==> config.mk <==
export PLATFORM = sky130hd
export DESIGN_NAME = maze_row_generator_top
export DESIGN_NICKNAME = d
export VERILOG_FILES = /design/src/sv/mrg_pkg.sv /design/src/sv/maze_row_generator_top.sv /design/src/sv/mrg_cell.sv /design/src/sv/mrg_rightmost.sv
export SDC_FILE = /design/constraint.sdc
export NUM_CORES = 1
export LEC_CHECK = 0
export ABC_AREA = 0
export BUFFER_PORTS_ARGS = -buffer_cell sky130_fd_sc_hd__buf_2
export CAP_MARGIN = 15
export CORE_ASPECT_RATIO = 0.75
export CORE_MARGIN = 2
export CORE_UTILIZATION = 30
export DETAILED_ROUTE_END_ITERATION = 16
export PLACE_DENSITY = 0.47
export SYNTH_ARGS = -nofsm -noshare
export SYNTH_HDL_FRONTEND = slang
export SYNTH_SLANG_ARGS = --single-unit
==> constraint.sdc <==
create_clock -name clk -period 6 [get_ports clk]
set_clock_uncertainty 0.05 [all_clocks]
set_input_delay 0.3 -clock clk [delete_from_list [all_inputs] [get_ports clk]]
set_output_delay 0.3 -clock clk [all_outputs]
set_load 0.02 [all_outputs]
==> src/sv/mrg_pkg.sv <==
// ----------------------------------------------------------------------------
// mrg_pkg
// Shared constants and types of the maze row generator: the default column
// count and the control word that the sequencer hands to every label cell.
// ----------------------------------------------------------------------------
package mrg_pkg;

  localparam int COLUMNS_DEF = 16;

  typedef enum logic [2:0] {
    CELL_HOLD   = 3'd0,
    CELL_LOAD   = 3'd1,
    CELL_JOIN   = 3'd2,
    CELL_MARK   = 3'd3,
    CELL_ROTATE = 3'd4,
    CELL_RELOAD = 3'd5
  } cell_op_t;

  typedef struct packed {
    cell_op_t op;
    logic     merge;
  } mrg_ctrl_t;

endpackage

==> src/sv/maze_row_generator_top.sv <==
// ----------------------------------------------------------------------------
// maze_row_generator_top
// Eller-style maze generator producing one maze row per input word.
// ----------------------------------------------------------------------------
// The set labels live in a ring of COLUMNS cells that rotates by one column
// per cycle while the join scan or the label assignment runs. A row passes
// these steps from acceptance to a result in the output register: accept,
// a join scan over one full rotation with row-wide relabelling at the head
// of the ring, marking the cells that open down, collecting the labels in
// use, a second rotation in which closed cells receive fresh labels from a
// lowest-free-label encoder, and loading the output register. A last row
// skips marking, collecting and the second rotation. The result sits in an
// output register, so the next row is accepted while the previous result
// waits.
// ----------------------------------------------------------------------------
module maze_row_generator_top import mrg_pkg::*; #(
  parameter int COLUMNS = COLUMNS_DEF
) (
  input  logic                          clk,
  input  logic                          rst_n,
  input  logic                          cfg_wr_en,
  input  logic [$clog2(COLUMNS):0]      cfg_wr_data,
  input  logic                          in_valid,
  output logic                          in_ready,
  input  logic [COLUMNS-2:0]            in_join_bits,
  input  logic [COLUMNS-1:0]            in_drop_bits,
  input  logic                          in_last_row,
  output logic                          out_valid,
  input  logic                          out_ready,
  output logic [COLUMNS-2:0]            out_right_walls,
  output logic [COLUMNS-1:0]            out_bottom_walls
);

  localparam int LW = $clog2(COLUMNS);
  localparam int NW = $clog2(COLUMNS) + 1;

  typedef enum logic [5:0] {
    ST_IDLE   = 6'b000001,
    ST_JOIN   = 6'b000010,
    ST_MARK   = 6'b000100,
    ST_USED   = 6'b001000,
    ST_ASSIGN = 6'b010000,
    ST_DONE   = 6'b100000
  } state_t;

  state_t             state_r, state_nxt;
  logic [NW-1:0]      cols_r;
  logic [NW-1:0]      ncl;
  logic [LW-1:0]      cnt_r;
  logic               cnt_end;
  logic [COLUMNS-2:0] join_r;
  logic [COLUMNS-1:0] drop_r;
  logic               last_r;
  logic [COLUMNS-1:0] wall_r;
  logic [COLUMNS-1:0] used_r;
  logic [COLUMNS-1:0] used_c;
  logic [LW-1:0]      fresh;
  logic               out_valid_r;
  logic [COLUMNS-2:0] out_right_r;
  logic [COLUMNS-1:0] out_bottom_r;
  logic               accept;
  logic               out_free;

  mrg_ctrl_t          ctrl;
  logic [LW-1:0]      a_lab, b_lab, m_lab;
  logic               merge;
  logic               assign_now;
  logic [LW-1:0]      lab     [COLUMNS];
  logic [LW-1:0]      nb_lab  [COLUMNS];
  logic [COLUMNS-1:0] act, opn, nb_act, nb_opn;
  logic [COLUMNS-1:0] load_act;
  logic [COLUMNS-1:0] rightmost;
  logic [COLUMNS-1:0] mark;

  // Column count, clamped to the range the ring supports.
  always_comb begin
    if (cols_r < NW'(2)) begin
      ncl = NW'(2);
    end else if (cols_r > NW'(COLUMNS)) begin
      ncl = NW'(COLUMNS);
    end else begin
      ncl = cols_r;
    end
  end

  assign accept   = in_valid && in_ready;
  assign in_ready = (state_r == ST_IDLE);
  assign out_free = !out_valid_r || out_ready;
  assign cnt_end  = (cnt_r == LW'(COLUMNS - 1));

  // Join decision at the head of the ring: cells 0 and 1 hold columns j, j+1.
  assign a_lab = lab[0];
  assign b_lab = lab[1];
  assign m_lab = (a_lab < b_lab) ? a_lab : b_lab;
  assign merge = (state_r == ST_JOIN) && !cnt_end && act[1] && (a_lab != b_lab) &&
                 (last_r || join_r[0]);

  // A closed in-use cell leaving the head takes the lowest free label.
  assign assign_now = (state_r == ST_ASSIGN) && act[0] && !opn[0];

  always_comb begin
    fresh = '0;
    for (int i = COLUMNS - 1; i >= 0; i--) begin
      if (!used_r[i]) begin
        fresh = LW'(i);
      end
    end
  end

  always_comb begin
    used_c = '0;
    for (int p = 0; p < COLUMNS; p++) begin
      if (opn[p]) begin
        used_c[lab[p]] = 1'b1;
      end
    end
  end

  // Neighbor wiring of the ring; the wrap path carries the fresh label.
  always_comb begin
    for (int p = 0; p < COLUMNS - 1; p++) begin
      nb_lab[p] = lab[p+1];
    end
    nb_lab[COLUMNS-1] = assign_now ? fresh : lab[0];
    nb_act = {act[0], act[COLUMNS-1:1]};
    nb_opn = {opn[0], opn[COLUMNS-1:1]};
  end

  assign mark = drop_r | rightmost;

  always_comb begin
    ctrl.merge = merge;
    ctrl.op    = CELL_HOLD;
    unique case (state_r)
      ST_IDLE:   ctrl.op = accept ? CELL_LOAD : CELL_HOLD;
      ST_JOIN:   ctrl.op = CELL_JOIN;
      ST_MARK:   ctrl.op = CELL_MARK;
      ST_USED:   ctrl.op = CELL_HOLD;
      ST_ASSIGN: ctrl.op = CELL_ROTATE;
      ST_DONE:   ctrl.op = last_r ? CELL_RELOAD : CELL_HOLD;
      default:   ctrl.op = CELL_HOLD;
    endcase
  end

  for (genvar p = 0; p < COLUMNS; p++) begin : g_cell
    assign load_act[p] = (NW'(p) < ncl);

    mrg_cell #(
      .LW    (LW),
      .INDEX (p)
    ) u_cell (
      .clk           (clk),
      .rst_n         (rst_n),
      .ctrl_i        (ctrl),
      .a_i           (a_lab),
      .b_i           (b_lab),
      .m_i           (m_lab),
      .load_active_i (load_act[p]),
      .mark_i        (mark[p]),
      .nb_label_i    (nb_lab[p]),
      .nb_active_i   (nb_act[p]),
      .nb_open_i     (nb_opn[p]),
      .label_o       (lab[p]),
      .active_o      (act[p]),
      .open_o        (opn[p])
    );
  end

  mrg_rightmost #(
    .COLUMNS (COLUMNS),
    .LW      (LW)
  ) u_rightmost (
    .label_i     (lab),
    .active_i    (act),
    .rightmost_o (rightmost)
  );

  always_comb begin
    state_nxt = state_r;
    unique case (state_r)
      ST_IDLE:   if (accept) state_nxt = ST_JOIN;
      ST_JOIN:   if (cnt_end) state_nxt = last_r ? ST_DONE : ST_MARK;
      ST_MARK:   state_nxt = ST_USED;
      ST_USED:   state_nxt = ST_ASSIGN;
      ST_ASSIGN: if (cnt_end) state_nxt = ST_DONE;
      ST_DONE:   if (out_free) state_nxt = ST_IDLE;
      default:   state_nxt = ST_IDLE;
    endcase
  end

  always_ff @(posedge clk) begin
    if (!rst_n) begin
      state_r     <= ST_IDLE;
      cols_r      <= NW'(COLUMNS);
      cnt_r       <= '0;
      out_valid_r <= 1'b0;
    end else begin
      state_r <= state_nxt;
      if (cfg_wr_en) begin
        cols_r <= cfg_wr_data;
      end
      if ((state_r == ST_JOIN) || (state_r == ST_ASSIGN)) begin
        cnt_r <= cnt_end ? '0 : cnt_r + LW'(1);
      end
      if ((state_r == ST_DONE) && out_free) begin
        out_valid_r <= 1'b1;
      end else if (out_ready) begin
        out_valid_r <= 1'b0;
      end
    end
  end

  always_ff @(posedge clk) begin
    if (accept) begin
      join_r <= in_join_bits;
      drop_r <= in_drop_bits;
      last_r <= in_last_row;
    end else if (state_r == ST_JOIN) begin
      join_r <= join_r >> 1;
    end
    // After a full rotation the wall decided at step j sits in bit j.
    if (state_r == ST_JOIN) begin
      wall_r <= {~merge, wall_r[COLUMNS-1:1]};
    end
    if (state_r == ST_USED) begin
      used_r <= used_c;
    end else if (assign_now) begin
      used_r[fresh] <= 1'b1;
    end
    if ((state_r == ST_DONE) && out_free) begin
      out_right_r  <= wall_r[COLUMNS-2:0];
      out_bottom_r <= last_r ? '1 : ~opn;
    end
  end

  assign out_valid        = out_valid_r;
  assign out_right_walls  = out_right_r;
  assign out_bottom_walls = out_bottom_r;

  a_ring_home: assert property (@(posedge clk) disable iff (!rst_n)
    (state_r == ST_MARK) |-> (cnt_r == '0))
    else $error("label ring not back in column order at mark");

  a_label_free: assert property (@(posedge clk) disable iff (!rst_n)
    assign_now |-> !(&used_r))
    else $error("no free label for a closed cell");

  a_last_reload: assert property (@(posedge clk) disable iff (!rst_n)
    ((state_r == ST_DONE) && last_r) |=> (lab[COLUMNS-1] == LW'(COLUMNS - 1)))
    else $error("labels not restored after the last row");

endmodule

==> src/sv/mrg_cell.sv <==
// ----------------------------------------------------------------------------
// mrg_cell
// One position of the label ring. Holds a set label, an in-use flag and an
// open-down flag, and takes its neighbor's contents when the ring rotates.
// ----------------------------------------------------------------------------
module mrg_cell import mrg_pkg::*; #(
  parameter int LW    = $clog2(COLUMNS_DEF),
  parameter int INDEX = 0
) (
  input  logic          clk,
  input  logic          rst_n,
  input  mrg_ctrl_t     ctrl_i,
  input  logic [LW-1:0] a_i,
  input  logic [LW-1:0] b_i,
  input  logic [LW-1:0] m_i,
  input  logic          load_active_i,
  input  logic          mark_i,
  input  logic [LW-1:0] nb_label_i,
  input  logic          nb_active_i,
  input  logic          nb_open_i,
  output logic [LW-1:0] label_o,
  output logic          active_o,
  output logic          open_o
);

  logic [LW-1:0] label_r;
  logic          active_r;
  logic          open_r;
  logic          hit;

  // The incoming label belongs to one of the two sets being merged.
  assign hit = ctrl_i.merge && nb_active_i && ((nb_label_i == a_i) || (nb_label_i == b_i));

  always_ff @(posedge clk) begin
    if (!rst_n) begin
      label_r  <= LW'(INDEX);
      active_r <= 1'b0;
      open_r   <= 1'b0;
    end else begin
      unique case (ctrl_i.op)
        CELL_HOLD: begin
        end
        CELL_LOAD: begin
          active_r <= load_active_i;
          open_r   <= 1'b0;
        end
        CELL_JOIN: begin
          label_r  <= hit ? m_i : nb_label_i;
          active_r <= nb_active_i;
          open_r   <= nb_open_i;
        end
        CELL_MARK: begin
          open_r <= active_r & mark_i;
        end
        CELL_ROTATE: begin
          label_r  <= nb_label_i;
          active_r <= nb_active_i;
          open_r   <= nb_open_i;
        end
        CELL_RELOAD: begin
          label_r <= LW'(INDEX);
        end
        default: begin
        end
      endcase
    end
  end

  assign label_o  = label_r;
  assign active_o = active_r;
  assign open_o   = open_r;

endmodule

==> src/sv/mrg_rightmost.sv <==
// ----------------------------------------------------------------------------
// mrg_rightmost
// Flags every column that is the rightmost in-use member of its set, by
// comparing its label with the labels of all in-use columns to its right.
// ----------------------------------------------------------------------------
module mrg_rightmost import mrg_pkg::*; #(
  parameter int COLUMNS = COLUMNS_DEF,
  parameter int LW      = $clog2(COLUMNS)
) (
  input  logic [LW-1:0]      label_i [COLUMNS],
  input  logic [COLUMNS-1:0] active_i,
  output logic [COLUMNS-1:0] rightmost_o
);

  always_comb begin
    for (int p = 0; p < COLUMNS; p++) begin
      rightmost_o[p] = 1'b1;
      for (int k = 0; k < COLUMNS; k++) begin
        if ((k > p) && active_i[k] && (label_i[k] == label_i[p])) begin
          rightmost_o[p] = 1'b0;
        end
      end
    end
  end

endmodule

==> run_results.csv <==
group,metric,value,unit
timing,hold_viol_final,0,
timing,slew_headroom,17.01,%
floorplan,dieHeight,213.4,microns
floorplan,start_util,30.43,%
cells_and_area,finalNonFillerCells,2972,
detailed_routing,totalWireLength,90.27,mm
floorplan,ioPinCount,75,
synth,synthAdderAreaFrac,0.3567,%
detailed_routing,num_vias,18410,
synth,synth-compound-area-share,19.06,%
grt,grt_pass1_vias,17550,
synth,synth-edff-count,94,
setup_path,cp-end-kind,"register",
grt,grt_pass1_wl,128.2,mm
cts,cts_buffers,23,
cts,clock_latency,0.56,ns
floorplan,coreArea,0.05763,sq mm
cts,clock_sinks,206,
pwr,p_leak,6.751,nW
grt,grt_usage,28.91,%
cells_and_area,layout_common_cells,"xor2_1 (305), nand2_1 (190), xnor2_1 (136), nor2_1 (126), nor3_1 (111)",
cts,clk_pin_slew,0.07,ns
timing,setup_violations,0,
outcome,status,"finished clean",
grt,grt_start_max_net_pins,58,
timing,fin_crit,4.456,ns
synth,syn_avg_cell_area,7.975,sq um
setup_path,path_cells,"inv_1, ha_1, nand4_1, and4bb_1, o211ai_1, mux2_2, o221ai_1, o211ai_1",
synth,synth_simple_gate_area_share,20.91,%
setup_path,path_class,"register to register",
detailed_routing,drt_iter0_markers,2589,
placement,port-buffer-count,73,
cells_and_area,fillerInstances,6108,
cells_and_area,nets,2222,
cts,htree_levels,1,
synth,async_flop_share,0,%
timing,fmax,0.2244,GHz
timing,rsz0062_at_grt,"no",
grt,grt_use_met2,40.84,%
synth,synth_nets,2246,
cells_and_area,drive_above_1_share,10.22,%
synth,synth_xor_xnor_area_share,22.02,%
grt,grt_overflow_total,0,
grt,grt-busiest-layer,"met1",
synth,ys_seq_area_share,28.88,%
timing,tns,0,ns
synth,synth_ff_type,"dfxtp_1",
placement,dp_cells,2891,
cts,cts_buffer_depth,3,
synth,synth_top_family_by_area,"XOR/XNOR gates",
pwr,vdd_drop_max,0.0002010,V
detailed_routing,via_per_inst,6.194,
placement,dpl_cell_area,0.01840,sq mm
grt,use_met1,42.18,%
synth,yosys_warnings,0,
cts,root_buffer,"clkbuf_16",
cts,hold_buffers,36,
job,cap_violations,0,
grt,antenna_found_initial,2,
cells_and_area,final_common_cell,"xor2_1",
setup_path,critPathArrivalTime,4.80,ns
cts,cts_tree,"built",
setup_path,crit_path_frequent_cell,"o211ai_1",
synth,synth_cells,2199,
synth,synthMuxAreaShare,1.470,%
floorplan,die_x,283.2,microns
setup_path,critPathSlowestCell,"dfxtp_1",
detailed_routing,ant_nets,0,
setup_path,crit_fanout,22,
cells_and_area,n_antenna_cell,0,
grt,grt_use_met3,6.979,%
pwr,power_per_cell_area,275.4,mW/mm^2
cells_and_area,final_area,0.01954,sq mm
detailed_routing,dr.pass1.iters,6,
placement,dpl.hpwl,60.56,mm
floorplan,num_rows,76,
timing,final_max_slew_viol_count,0,
synth,ys_types,80,
setup_path,cp.required,6.35,ns
detailed_routing,drc,0,
detailed_routing,wl_per_cell,30.37,microns
floorplan,die_area,0.06043,sq mm
setup_path,cp_slowest_stage_delay,1.14,ns
timing,min_period_over_period,74.27,%
placement,place.gp.congestion,0.9524,
timing,tightest_slew,1.243,ns
setup_path,startpoint_type,"register",
synth,syn_area,0.01754,sq mm
hold_path,hold_path.class,"primary input to register",
cells_and_area,syn_to_final_growth,11.41,%
synth,synth-seq-cells,206,
cts,post_cts_resize_count,0,
cts,cts_setup_buffers,0,
## power by group
group          switching (mW)  internal (mW)
clock network           0.640          0.771
registers               0.290           1.64
logic                    1.38          0.666
## worst max-delay path: cells and delay by family, from the launching register on
kind            cells  cell delay (ns)
flops               1             1.14
simple gates        2             1.05
buf+inv             1             0.43
mux                 1             0.41
compound gates      3             0.80
fa+ha+maj           1             0.41
## through the flow
| stage | power (mW) | util [%] | setup WS [ns] | hold WS (ns) |
|---|---|---|---|---|
| 6_report | 5.381 | 33.91 | 1.544 | 0.02710 |
| 5_1_grt | 5.581 | 33.91 | 1.473 | 0.03710 |
| 4_1_cts | 5.314 | 33.81 | 1.621 | 0.009529 |
| 3_5_place_dp | 3.878 | 31.93 | 1.623 | 0.3556 |
| 3_3_place_gp | 3.852 | 31.93 | 1.715 | 0.3549 |
| 2_1_floorplan | 3.161 | - | 3.373 | 0.3489 |
## synthesized netlist by cell type (13+ instances only)
cell type | n | area share, %
xor2_1 | 305 | 15
nand2_1 | 190 | 4.1
xnor2_1 | 136 | 6.8
nor2_1 | 126 | 2.7
buf_2 | 123 | 3.5
dfxtp_1 | 112 | 13
nor3_1 | 111 | 3.2
a21oi_1 | 94 | 2.7
edfxtp_1 | 94 | 16
nand3_1 | 92 | 2.6
clkbuf_1 | 91 | 1.9
o22ai_1 | 84 | 3.0
o21ai_0 | 75 | 2.1
nor4_1 | 67 | 2.4
a31oi_1 | 53 | 1.9
inv_1 | 46 | 0.98
nand2b_1 | 41 | 1.5
o221ai_1 | 29 | 1.4
nand3b_1 | 26 | 1.1
a221oi_1 | 24 | 1.2
nand4_1 | 20 | 0.71
mux2i_1 | 19 | 1.1
buf_1 | 18 | 0.39
o211ai_1 | 18 | 0.77
o21ai_1 | 13 | 0.37
## state kept, by name (all words and copies together) (netlist names), 4 cells and up
signal / count
state_r: 6
g_cell.u_cell.label_o: 64
cols_r: 5
wall_r: 16
g_cell.u_cell.active_o: 16
used_r: 16
out_right_walls: 15
cnt_r: 4
out_bottom_walls: 16
g_cell.u_cell.open_o: 16
join_r: 15
drop_r: 15
## final cells by class
cell class	instances	area [sq um]	area share, %
clock buffer	28	604.3	3.093
clock inverter	14	120.1	0.6148
inverter	50	187.7	0.9606
multi-input combinational	1703	11210	57.36
sequential	206	5070	25.95
tap	780	975.9	4.995
timing repair buffer	191	1374	7.031
## layer usage
metal	routed length [microns]	vias up	part of all wire (%)
met5	0	-	0
li1	-	7879	-
met3	10080	189	11
met2	35890	1152	40
met1	40830	9190	45
met4	3475	0	3.8
## logic make-up after synthesis
group           after synthesis
xor+xnor                    441
fa+ha+maj                     5
simple gates                733
mux                          25
compound gates              499
buf+inv                     290
flops                       206
## path summary, 6_finish.rpt
kind | from | endpoint | slack (ns) | cells past startpoint
setup / recovery | g_cell[0].u_cell.label_o[0]$_SDFFE_PN0P_ | g_cell[11].u_cell.label_o[0]$_SDFFE_PN1P_ | 1.54 | 8
hold / removal | cfg_wr_en | cols_r[4]$_SDFFE_PN1P_ | 0.03 | 2
setup reg to reg | g_cell[0].u_cell.label_o[0]$_SDFFE_PN0P_ | g_cell[11].u_cell.label_o[0]$_SDFFE_PN1P_ | 1.54 | 8
hold reg to reg | wall_r[0]$_DFFE_PP_ | out_right_walls[0]$_DFFE_PP_ | 0.37 | 0
(Power assumes the default switching activity.)
